`src/rtl/beg_pkg.sv`:
```
// Shared types and constants for the breakpoint envelope gain unit.
// Holds item opcodes, register indexes and stream field layouts.
// No dependencies.
package beg_pkg;

  // Item kinds carried in tuser
  typedef enum logic [1:0] {
    OP_SAMPLE  = 2'd0,
    OP_WRITE   = 2'd1,
    OP_RESTART = 2'd2
  } beg_op_e;

  // Configuration register indexes
  typedef enum logic [1:0] {
    CFG_POINTS   = 2'd0,
    CFG_CLIP     = 2'd1,
    CFG_CHANNELS = 2'd2
  } beg_cfg_e;

  localparam int CFG_IDX_W  = 2;
  localparam int CFG_DATA_W = 4;

  // Field widths
  localparam int OP_W     = 2;
  localparam int SAMPLE_W = 16;
  localparam int SLOT_W   = 3;
  localparam int TIME_W   = 32;
  localparam int LEVEL_W  = 16;
  localparam int OUT_W    = 21;

  // Input tdata layout: sample_in, point_slot, point_frame, point_level
  localparam int S_SAMPLE_LSB = 0;
  localparam int S_SLOT_LSB   = S_SAMPLE_LSB + SAMPLE_W;
  localparam int S_TIME_LSB   = S_SLOT_LSB + SLOT_W;
  localparam int S_LEVEL_LSB  = S_TIME_LSB + TIME_W;
  localparam int S_USED_W     = S_LEVEL_LSB + LEVEL_W;
  localparam int S_TDATA_W    = ((S_USED_W + 7) / 8) * 8;

  // Output tdata layout: sample_out, gain_applied
  localparam int M_SAMPLE_LSB = 0;
  localparam int M_GAIN_LSB   = M_SAMPLE_LSB + OUT_W;
  localparam int M_USED_W     = M_GAIN_LSB + LEVEL_W;
  localparam int M_TDATA_W    = ((M_USED_W + 7) / 8) * 8;

  // Interpolation divider: quotient magnitude stays below 2^16
  localparam int DIV_STEPS = 16;
  localparam int DCNT_W    = 4;

  // Scaling: rounding bias for the Q4.12 gain and the clip limits
  localparam int GAIN_FRAC = 12;
  localparam logic signed [OUT_W-1:0] CLIP_HI = 21'sd32768;
  localparam logic signed [OUT_W-1:0] CLIP_LO = -21'sd32768;

endpackage

```
`src/rtl/breakpoint_envelope_gain_unit.sv`:
```
// Breakpoint envelope gain unit: piecewise linear gain applied to
// interleaved audio frames; uses beg_pkg for codes and field layouts.
// A sample that is not the first channel of a frame passes through the scale
// and round states to the output register. The first channel of a frame first
// walks the breakpoints passed through the single table read port, one entry at
// a time, and may then use the 16-step shared divider to interpolate.
// One item at a time; write and restart items finish in the accept cycle.
// Reset (rst_ni low, asynchronous) clears position, gain, config and control.
module breakpoint_envelope_gain_unit #(
  parameter int MAX_POINTS   = 8,
  parameter int MAX_CHANNELS = 8
) (
  input  logic                          clk_i,
  input  logic                          rst_ni,
  // Configuration write channel
  input  logic                          cfg_valid_i,
  output logic                          cfg_ready_o,
  input  logic [beg_pkg::CFG_IDX_W-1:0] cfg_index_i,
  input  logic [beg_pkg::CFG_DATA_W-1:0] cfg_data_i,
  // Input items
  input  logic                          s_axis_tvalid,
  output logic                          s_axis_tready,
  // sample_in[15:0], point_slot[18:16], point_frame[50:19], point_level[66:51]
  input  logic [beg_pkg::S_TDATA_W-1:0] s_axis_tdata,
  // op[1:0]
  input  logic [beg_pkg::OP_W-1:0]      s_axis_tuser,
  // Result items
  output logic                          m_axis_tvalid,
  input  logic                          m_axis_tready,
  // sample_out[20:0], gain_applied[36:21]
  output logic [beg_pkg::M_TDATA_W-1:0] m_axis_tdata
);
  import beg_pkg::*;

  localparam int PIDX_W = $clog2(MAX_POINTS);
  localparam int PCNT_W = $clog2(MAX_POINTS + 1);
  localparam int PCMP_W = (PCNT_W > CFG_DATA_W) ? PCNT_W : CFG_DATA_W;
  localparam int CCNT_W = $clog2(MAX_CHANNELS + 1);
  localparam int CCMP_W = (CCNT_W > CFG_DATA_W) ? CCNT_W : CFG_DATA_W;
  localparam int CPOS_W = (MAX_CHANNELS > 1) ? $clog2(MAX_CHANNELS) : 1;
  localparam int ENTRY_W = TIME_W + LEVEL_W;
  localparam int ALU_W  = TIME_W + 1;
  localparam int MULA_W = TIME_W + 1;
  localparam int MULB_W = LEVEL_W + 1;
  localparam int PROD_W = MULA_W + MULB_W;
  localparam int SPROD_W = SAMPLE_W + LEVEL_W;

  // Sequencer state codes
  localparam logic [3:0] ST_IDLE      = 4'd0;
  localparam logic [3:0] ST_ADV_RD    = 4'd1;
  localparam logic [3:0] ST_ADV_CMP   = 4'd2;
  localparam logic [3:0] ST_GAIN_LAST = 4'd3;
  localparam logic [3:0] ST_P0_CHK    = 4'd4;
  localparam logic [3:0] ST_SEG0      = 4'd5;
  localparam logic [3:0] ST_SEG1      = 4'd6;
  localparam logic [3:0] ST_DELTA     = 4'd7;
  localparam logic [3:0] ST_MUL       = 4'd8;
  localparam logic [3:0] ST_DIV       = 4'd9;
  localparam logic [3:0] ST_SCALE     = 4'd10;
  localparam logic [3:0] ST_ROUND     = 4'd11;

  // Configuration registers
  logic [CFG_DATA_W-1:0] points_q, channels_q;
  logic                  clip_q;

  assign cfg_ready_o = 1'b1;

  always_ff @(posedge clk_i or negedge rst_ni) begin
    if (!rst_ni) begin
      points_q   <= CFG_DATA_W'(2);
      clip_q     <= 1'b0;
      channels_q <= CFG_DATA_W'(1);
    end else if (cfg_valid_i) begin
      unique case (cfg_index_i)
        CFG_POINTS:   points_q   <= cfg_data_i;
        CFG_CLIP:     clip_q     <= cfg_data_i[0];
        CFG_CHANNELS: channels_q <= cfg_data_i;
        default: ;
      endcase
    end
  end

  // Saturate counts to the supported ranges
  logic [PCMP_W-1:0] npts;
  logic [CCMP_W-1:0] nch;
  logic [PIDX_W-1:0] last_idx;

  always_comb begin
    npts = PCMP_W'(points_q);
    if (npts < PCMP_W'(2)) npts = PCMP_W'(2);
    if (npts > PCMP_W'(MAX_POINTS)) npts = PCMP_W'(MAX_POINTS);
    nch = CCMP_W'(channels_q);
    if (nch < CCMP_W'(1)) nch = CCMP_W'(1);
    if (nch > CCMP_W'(MAX_CHANNELS)) nch = CCMP_W'(MAX_CHANNELS);
  end

  assign last_idx = PIDX_W'(npts - PCMP_W'(1));

  // Input field unpacking
  logic [OP_W-1:0]     in_op;
  logic [SAMPLE_W-1:0] in_sample;
  logic [SLOT_W-1:0]   in_slot;
  logic [TIME_W-1:0]   in_time;
  logic [LEVEL_W-1:0]  in_level;

  assign in_op     = s_axis_tuser;
  assign in_sample = s_axis_tdata[S_SAMPLE_LSB +: SAMPLE_W];
  assign in_slot   = s_axis_tdata[S_SLOT_LSB +: SLOT_W];
  assign in_time   = s_axis_tdata[S_TIME_LSB +: TIME_W];
  assign in_level  = s_axis_tdata[S_LEVEL_LSB +: LEVEL_W];

  // Control and datapath registers
  logic [3:0]          state_q, state_d;
  logic [TIME_W-1:0]   frame_q, frame_d;
  logic [PIDX_W-1:0]   seg_q, seg_d;
  logic [CPOS_W-1:0]   pos_q, pos_d;
  logic [LEVEL_W-1:0]  gain_q, gain_d;
  logic [DCNT_W-1:0]   cnt_q, cnt_d;
  logic [SAMPLE_W-1:0] sample_q, sample_d;
  logic [TIME_W-1:0]   t0_q, t0_d;
  logic [LEVEL_W-1:0]  v0_q, v0_d;
  logic [TIME_W-1:0]   span_q, span_d;
  logic [TIME_W-1:0]   delta_q, delta_d;
  logic                dneg_q, dneg_d;
  logic [LEVEL_W-1:0]  dmag_q, dmag_d;
  logic [TIME_W-1:0]   rem_q, rem_d;
  logic [LEVEL_W-1:0]  quo_q, quo_d;
  logic [SPROD_W-1:0]  prod_q, prod_d;
  logic                out_valid_q, out_valid_d;
  logic [M_TDATA_W-1:0] out_data_q, out_data_d;

  // Breakpoint table: one write port, one registered read port
  logic [ENTRY_W-1:0] table_mem [MAX_POINTS];
  logic [ENTRY_W-1:0] rd_q;
  logic [PIDX_W-1:0]  rd_addr;
  logic               wr_en;
  logic [TIME_W-1:0]  rd_time;
  logic [LEVEL_W-1:0] rd_level;

  assign rd_time  = rd_q[LEVEL_W +: TIME_W];
  assign rd_level = rd_q[0 +: LEVEL_W];

  always_ff @(posedge clk_i) begin
    if (wr_en) begin
      table_mem[PIDX_W'(in_slot)] <= {in_time, in_level};
    end
    rd_q <= table_mem[rd_addr];
  end

  // Shared subtractor: compares, spans, offsets and divide steps
  logic [ALU_W-1:0] alu_a, alu_b;
  logic [ALU_W:0]   alu_diff;
  logic             alu_borrow;

  assign alu_diff   = {1'b0, alu_a} - {1'b0, alu_b};
  assign alu_borrow = alu_diff[ALU_W];

  // Shared multiplier: interpolation product and sample scaling
  logic signed [MULA_W-1:0] mul_a;
  logic signed [MULB_W-1:0] mul_b;
  logic signed [PROD_W-1:0] mul_out;

  assign mul_out = mul_a * mul_b;

  // Level difference of the current segment
  logic [LEVEL_W:0]   lvl_diff;
  logic [LEVEL_W-1:0] q_next;

  assign lvl_diff = {1'b0, rd_level} - {1'b0, v0_q};
  assign q_next   = {quo_q[LEVEL_W-2:0], ~alu_borrow};

  // Rounding and clipping of the scaled sample
  logic [SPROD_W:0]         round_sum;
  logic signed [OUT_W-1:0]  scaled;
  logic signed [OUT_W-1:0]  clipped;
  logic [CCMP_W-1:0]        pos_inc;

  assign round_sum = {prod_q[SPROD_W-1], prod_q} + (SPROD_W+1)'(1 << (GAIN_FRAC - 1));
  assign scaled    = round_sum[GAIN_FRAC +: OUT_W];
  assign pos_inc   = CCMP_W'(pos_q) + CCMP_W'(1);

  always_comb begin
    clipped = scaled;
    if (clip_q) begin
      if (scaled > CLIP_HI) clipped = CLIP_HI;
      if (scaled < CLIP_LO) clipped = CLIP_LO;
    end
  end

  assign s_axis_tready = (state_q == ST_IDLE);
  assign m_axis_tvalid = out_valid_q;
  assign m_axis_tdata  = out_data_q;

  // Sequencer
  always_comb begin
    state_d     = state_q;
    frame_d     = frame_q;
    seg_d       = seg_q;
    pos_d       = pos_q;
    gain_d      = gain_q;
    cnt_d       = cnt_q;
    sample_d    = sample_q;
    t0_d        = t0_q;
    v0_d        = v0_q;
    span_d      = span_q;
    delta_d     = delta_q;
    dneg_d      = dneg_q;
    dmag_d      = dmag_q;
    rem_d       = rem_q;
    quo_d       = quo_q;
    prod_d      = prod_q;
    out_valid_d = out_valid_q;
    out_data_d  = out_data_q;
    rd_addr     = seg_q;
    wr_en       = 1'b0;
    alu_a       = {1'b0, frame_q};
    alu_b       = {1'b0, rd_time};
    mul_a       = MULA_W'($signed(sample_q));
    mul_b       = $signed({1'b0, gain_q});

    // Drop the result once taken downstream
    if (out_valid_q && m_axis_tready) out_valid_d = 1'b0;

    unique case (state_q)
      ST_IDLE: begin
        if (s_axis_tvalid) begin
          case (in_op)
            OP_SAMPLE: begin
              sample_d = in_sample;
              state_d  = (pos_q == '0) ? ST_ADV_RD : ST_SCALE;
            end
            OP_WRITE: begin
              wr_en = (32'(in_slot) < MAX_POINTS);
            end
            OP_RESTART: begin
              frame_d = '0;
              seg_d   = '0;
              pos_d   = '0;
            end
            default: ;
          endcase
        end
      end
      // Walk the segment index past reached breakpoints
      ST_ADV_RD: begin
        if (seg_q < last_idx) begin
          rd_addr = seg_q + PIDX_W'(1);
          state_d = ST_ADV_CMP;
        end else begin
          rd_addr = last_idx;
          state_d = ST_GAIN_LAST;
        end
      end
      ST_ADV_CMP: begin
        alu_a = {1'b0, frame_q};
        alu_b = {1'b0, rd_time};
        if (!alu_borrow) begin
          seg_d   = seg_q + PIDX_W'(1);
          state_d = ST_ADV_RD;
        end else begin
          rd_addr = '0;
          state_d = ST_P0_CHK;
        end
      end
      ST_GAIN_LAST: begin
        gain_d  = rd_level;
        state_d = ST_SCALE;
      end
      // Hold the first level up to the first breakpoint
      ST_P0_CHK: begin
        alu_a = {1'b0, rd_time};
        alu_b = {1'b0, frame_q};
        if (!alu_borrow) begin
          gain_d  = rd_level;
          state_d = ST_SCALE;
        end else begin
          rd_addr = seg_q;
          state_d = ST_SEG0;
        end
      end
      ST_SEG0: begin
        t0_d    = rd_time;
        v0_d    = rd_level;
        rd_addr = seg_q + PIDX_W'(1);
        state_d = ST_SEG1;
      end
      // Span of the segment; an empty or reversed span holds the start level
      ST_SEG1: begin
        alu_a = {1'b0, rd_time};
        alu_b = {1'b0, t0_q};
        if (alu_borrow || (alu_diff == '0)) begin
          gain_d  = v0_q;
          state_d = ST_SCALE;
        end else begin
          span_d  = alu_diff[TIME_W-1:0];
          dneg_d  = lvl_diff[LEVEL_W];
          dmag_d  = lvl_diff[LEVEL_W] ? LEVEL_W'(-lvl_diff) : lvl_diff[LEVEL_W-1:0];
          state_d = ST_DELTA;
        end
      end
      // Offset into the segment; a frame before its start holds the start level
      ST_DELTA: begin
        alu_a = {1'b0, frame_q};
        alu_b = {1'b0, t0_q};
        if (alu_borrow) begin
          gain_d  = v0_q;
          state_d = ST_SCALE;
        end else begin
          delta_d = alu_diff[TIME_W-1:0];
          state_d = ST_MUL;
        end
      end
      // Product of offset and level step, loaded into the divider
      ST_MUL: begin
        mul_a   = $signed({1'b0, delta_q});
        mul_b   = $signed({1'b0, dmag_q});
        rem_d   = mul_out[LEVEL_W +: TIME_W];
        quo_d   = mul_out[LEVEL_W-1:0];
        cnt_d   = '0;
        state_d = ST_DIV;
      end
      // Restoring division, one quotient bit per cycle
      ST_DIV: begin
        alu_a = {rem_q, quo_q[LEVEL_W-1]};
        alu_b = {1'b0, span_q};
        rem_d = alu_borrow ? alu_a[TIME_W-1:0] : alu_diff[TIME_W-1:0];
        quo_d = q_next;
        cnt_d = cnt_q + DCNT_W'(1);
        if (cnt_q == DCNT_W'(DIV_STEPS - 1)) begin
          gain_d  = dneg_q ? (v0_q - q_next) : (v0_q + q_next);
          state_d = ST_SCALE;
        end
      end
      ST_SCALE: begin
        prod_d  = mul_out[SPROD_W-1:0];
        state_d = ST_ROUND;
      end
      // Issue the result and advance the channel position, and the frame after the last channel
      ST_ROUND: begin
        if (!out_valid_q || m_axis_tready) begin
          out_valid_d = 1'b1;
          out_data_d  = '0;
          out_data_d[M_SAMPLE_LSB +: OUT_W] = clipped;
          out_data_d[M_GAIN_LSB +: LEVEL_W] = gain_q;
          if (pos_inc >= nch) begin
            pos_d   = '0;
            frame_d = frame_q + TIME_W'(1);
          end else begin
            pos_d = CPOS_W'(pos_inc);
          end
          state_d = ST_IDLE;
        end
      end
      default: state_d = ST_IDLE;
    endcase
  end

  // Control state
  always_ff @(posedge clk_i or negedge rst_ni) begin
    if (!rst_ni) begin
      state_q     <= ST_IDLE;
      frame_q     <= '0;
      seg_q       <= '0;
      pos_q       <= '0;
      gain_q      <= '0;
      cnt_q       <= '0;
      out_valid_q <= 1'b0;
    end else begin
      state_q     <= state_d;
      frame_q     <= frame_d;
      seg_q       <= seg_d;
      pos_q       <= pos_d;
      gain_q      <= gain_d;
      cnt_q       <= cnt_d;
      out_valid_q <= out_valid_d;
    end
  end

  // Datapath registers
  always_ff @(posedge clk_i) begin
    sample_q   <= sample_d;
    t0_q       <= t0_d;
    v0_q       <= v0_d;
    span_q     <= span_d;
    delta_q    <= delta_d;
    dneg_q     <= dneg_d;
    dmag_q     <= dmag_d;
    rem_q      <= rem_d;
    quo_q      <= quo_d;
    prod_q     <= prod_d;
    out_data_q <= out_data_d;
  end

endmodule

```
`config.mk`:
```
export PLATFORM = sky130hd
export DESIGN_NAME = breakpoint_envelope_gain_unit
export DESIGN_NICKNAME = d
export VERILOG_FILES = /design/src/rtl/beg_pkg.sv /design/src/rtl/breakpoint_envelope_gain_unit.sv
export SDC_FILE = /design/constraint.sdc
export NUM_CORES = 2
export LEC_CHECK = 0
export ABC_AREA = 1
export BUFFER_PORTS_ARGS = -buffer_cell sky130_fd_sc_hd__buf_2
export CAP_MARGIN = 15
export CORE_MARGIN = 2
export CORE_UTILIZATION = 60
export CTS_CLUSTER_SIZE = 12
export DETAILED_ROUTE_END_ITERATION = 6
export PLACE_DENSITY_LB_ADDON = 0.2
export SLEW_MARGIN = 10
export SYNTH_ARGS = -nofsm -noshare
export SYNTH_HDL_FRONTEND = slang
export SYNTH_SLANG_ARGS = --single-unit
```
`constraint.sdc`:
```
create_clock -name clk_i -period 11.3 [get_ports clk_i]
set_clock_uncertainty 0.2 [all_clocks]
set_input_delay 0 -clock clk_i [delete_from_list [all_inputs] [get_ports clk_i]]
set_output_delay 0 -clock clk_i [all_outputs]
set_load 0.02 [all_outputs]
```
==> impl_summary.md <==
Global routing
The number of antenna violations at the first check in global routing is 3. Entering global routing, the biggest net connects 215 pins. The total global-route track usage is 32.3%. The global-route wire length before repair is 233000 µm. The remaining global-route overflow is 0. The via count of the first global-routing pass is 42300.

Clock tree
The clock reaches the later pin of the worst-skew pair after 0.67 ns. The post-cts repair resize count is 0. The clock sink count is 755. Buffers inserted to repair hold after CTS numbered 161.

The tree is rooted in a sky130_fd_sc_hd__clkbuf_16. The post-CTS setup buffer count is 0. In this run the deepest clock path goes through 3 buffers. Clock-pin slew was measured on the worst setup and hold paths at 0.06 ns. The number of CTS-inserted buffers is 82.

The total number of H-tree levels is 3. The CTS tree is yes.

Synth
Counting flops and latches in the post-synthesis netlist gives 755. During synthesis, Yosys emitted a total of 0 warnings. The synthesized netlist cell count is 6122.

The count of cell types in the netlist is 62. Among all flip-flop cells after synthesis, the most frequent one is sky130_fd_sc_hd__edfxtp_1. The dominant combinational cell family by area after synthesis is adder cells. Averaged over all synthesized cells, the footprint is 8.96 µm².

Multiplexer cells account for 0% of the synthesized area. Summing the areas of all xor and xnor instances in the mapped netlist gives 1.98% of the synthesized area. The fraction of synthesis flops using an asynchronous set or reset pin is 9.54%.

Summing the sequential cell areas from Yosys gives 39.8% of the chip area. The mapped cell area is 54900 µm². The adder and majority cell fraction of the synthesized area is 22.4%. The number of synthesized flops with an enable pin is 635. Summing the areas of all compound-gate instances in the mapped netlist gives 8.78% of the synthesized area. The simple-gate portion of the synthesized area is 16.7%.

Route
The detailed-route wire length is 150000 µm. The initial detailed-routing violation count is 3827. Dividing the detail-routed via count by the number of cells gives 5.60.

In the routed design, unresolved DRC markers number 1. The average routed wire per standard cell is 19.8 µm. The detailed-router iteration count before antenna repair is 7.

The post-route antenna net violation count is 0. The detailed-route via count is 42500.

Setup path
The cell that appears most often on the critical path is sky130_fd_sc_hd__fa_1. The critical path starts at state_q[2]$_DFFE_PN0P_. STA classifies the critical path endpoint as a register. The data required time at the worst endpoint is 11.57 ns. The maximum fanout encountered on the critical timing path is 33. The startpoint of the most critical register-to-register path is state_q[2]$_DFFE_PN0P_. The largest single stage delay on the critical path is 0.70 ns.

The element type at the critical path start is a register. The critical path contains buffers and inverters numbering 8 combined. The class of the most critical setup path is register to register. The signal arrival time at the worst endpoint is 9.95 ns. The slowest cell on the critical path is sky130_fd_sc_hd__a21oi_1.

Broken down by cell family, the worst path's largest delay share belongs to adder cells.

Timing
The final count of negative-setup-slack endpoints is 0. The highest achievable clock rate is 103 MHz. The smallest clock period supported by the final layout is computed as 9.68 ns. The worst hold margin is 0.148 ns.

The hold violation total from the final report is 0. Of the available clock period, the critical path in the final layout requires 85.7%. Summed over all failing endpoints, the final setup total negative slack is 0 ns. Setup repair after global routing left no endpoint under its margin.

The headroom to the max-slew limit is 11.7%. The final-report max-slew violation count was 0. At the pin with the least slew margin, the transition time is 1.31 ns.

Worst hold path
The min-delay analysis places its worst path in the category input port to register. The startpoint of the lowest-slack hold path is m_axis_tready.

Final layout
After routing the design area is 60800 µm². The final net count is 7115. The share of layout cells above drive strength 1 is 5.94%. From synthesis to final layout, the design area changed by 10.9%.

Place
The number of port buffers is 118. The HPWL after detailed placement is 109000 µm. The placer's final routability congestion estimate is 0.994. Summing all placed instances gives a cell area of 56600 µm².

Status
The flow ran to the end, but the final reports show violations. The final reports fail on design-rule violations.

Flow run
The tool flagged a number of max-cap violations equal to 0.

Floorplanning
The floorplan step defined a die boundary enclosing 93900 µm². The chip width is 306 µm. The initial utilization of the core area, before any placement, comes to 60.8%.

The core region is 90300 µm². The number of primary I/O pins is 128. The y dimension of the die is 306 µm. The cell row count is 110.
[state kept, by name (all words and copies together), names as in the netlist, 3 cells and up]
signal / count
table_mem: 384
rd_q: 48
m_axis_tdata: 37
delta_q: 32
frame_q: 32
rem_q: 32
span_q: 32
t0_q: 32
prod_q: 21
dmag_q: 16
gain_q: 16
quo_q: 16
sample_q: 16
v0_q: 16
channels_q: 4
cnt_q: 4
points_q: 4
state_q: 4
pos_q: 3
seg_q: 3
[path summary, 6_finish.rpt]
| kind | slack (ns) | cells past startpoint | to |
|---|---|---|---|
| min | 0.15 | 5 | state_q[1]$_DFFE_PN0P_ |
| max | 1.62 | 27 | rem_q[12]$_DFFE_PP_ |
| max in group asynchronous | 9.33 | 4 | gain_q[7]$_DFFE_PN0P_ |
| min in group asynchronous | 0.42 | 4 | points_q[0]$_DFFE_PN0P_ |
| max reg2reg | 1.62 | 27 | rem_q[12]$_DFFE_PP_ |
| min reg2reg | 0.27 | 0 | m_axis_tdata[33]$_DFFE_PP_ |
[per-layer routing]
metal	up-vias	wire (µm)	GRT usage [%]	part of all wire (%)
met5	-	0	0	0
met4	0	8150	15.5	5.4
met3	380	12400	5.36	8.2
met2	1799	70800	53.6	47
met1	20500	58800	41.7	39
li1	19800	-	-	-
[stage by stage]
step | worst slack (ns) | util [%] | std cells
after floorplan | 3.83 | - | 6124
after global placement | 1.99 | 62.7 | 7274
after detailed placement | 1.90 | 62.7 | 7275
after CTS | 1.85 | 67.4 | 7586
after global routing | 1.30 | 67.4 | 7587
final | 1.62 | 67.4 | 7587
[synthesized netlist by cell type (3+ instances only)]
cell type,n,area share (%)
sky130_fd_sc_hd__buf_4,16,0.22
sky130_fd_sc_hd__buf_2,54,0.49
sky130_fd_sc_hd__inv_1,1214,8.3
sky130_fd_sc_hd__edfxtp_1,635,35
sky130_fd_sc_hd__nand3_2,3,0.055
sky130_fd_sc_hd__nand3_1,136,1.2
sky130_fd_sc_hd__dfrtp_1,70,3.2
sky130_fd_sc_hd__o21ai_1,103,0.94
sky130_fd_sc_hd__nor2_2,8,0.091
sky130_fd_sc_hd__nor3_1,60,0.55
sky130_fd_sc_hd__nand2_2,5,0.057
sky130_fd_sc_hd__clkinv_1,14,0.096
sky130_fd_sc_hd__buf_1,9,0.062
sky130_fd_sc_hd__o22ai_1,3,0.034
sky130_fd_sc_hd__and2_1,5,0.057
sky130_fd_sc_hd__fa_1,494,18
sky130_fd_sc_hd__buf_6,14,0.29
sky130_fd_sc_hd__xnor2_1,38,0.61
sky130_fd_sc_hd__o31ai_1,21,0.29
sky130_fd_sc_hd__o21a_1,4,0.055
sky130_fd_sc_hd__nand2_1,1574,11
sky130_fd_sc_hd__nand4_1,39,0.44
sky130_fd_sc_hd__ha_1,192,4.4
sky130_fd_sc_hd__a221oi_1,4,0.064
sky130_fd_sc_hd__nor2_1,410,2.8
sky130_fd_sc_hd__a21o_1,12,0.16
sky130_fd_sc_hd__or2_2,11,0.13
sky130_fd_sc_hd__a21oi_2,6,0.096
sky130_fd_sc_hd__xor2_1,86,1.4
sky130_fd_sc_hd__o21ai_0,193,1.8
sky130_fd_sc_hd__a31oi_1,12,0.14
sky130_fd_sc_hd__dfxtp_1,48,1.8
sky130_fd_sc_hd__nor4_1,21,0.24
sky130_fd_sc_hd__o221ai_1,12,0.19
sky130_fd_sc_hd__o21bai_1,9,0.12
sky130_fd_sc_hd__clkbuf_1,114,0.78
sky130_fd_sc_hd__a21oi_1,262,2.4
sky130_fd_sc_hd__inv_2,11,0.075
sky130_fd_sc_hd__nand3b_1,8,0.11
sky130_fd_sc_hd__o211ai_1,163,2.2
[placed cells by master, fill, tap and decap left out, drive strengths merged, types with 163 or more instances in the layout]
master / Yosys / layout
nor2: 420 / 420
o211ai: 163 / 163
fa: 494 / 494
buf: 93 / 182
inv: 1225 / 1231
a21oi: 268 / 268
ha: 192 / 192
o21ai: 297 / 297
edfxtp: 635 / 635
nand2: 1580 / 1580
[worst min-delay path, stage by stage]
cell and delay, ns:
sky130_fd_sc_hd__dlygate4sd3_1 0.54, sky130_fd_sc_hd__buf_2 0.12, sky130_fd_sc_hd__nor2_1 0.11, sky130_fd_sc_hd__nand2_1 0.12, sky130_fd_sc_hd__nand2_1 0.06
[final cells by class]
class,instances,area [µm²]
well taps,1176,1470
clock inverters,28,318
diodes,1,2.50
flip-flops and latches,755,21800
inverters,1239,4650
fillers,7210,29500
repair buffers,343,2710
multi-input cells,3923,27600
clock buffers,122,2270
[logic make-up after synthesis]
kind of cell	after synthesis
AO/OA/AOI/OAI	820
XOR/XNOR	124
adder cells (fa/ha/maj)	686
buffers and inverters	1446
flip-flops	755
other	2
AND/OR/NAND/NOR	2289
Power is left out: the tool's default activity adds up to more than one toggle a clock period on the data nets, which glitch-free logic cannot reach.
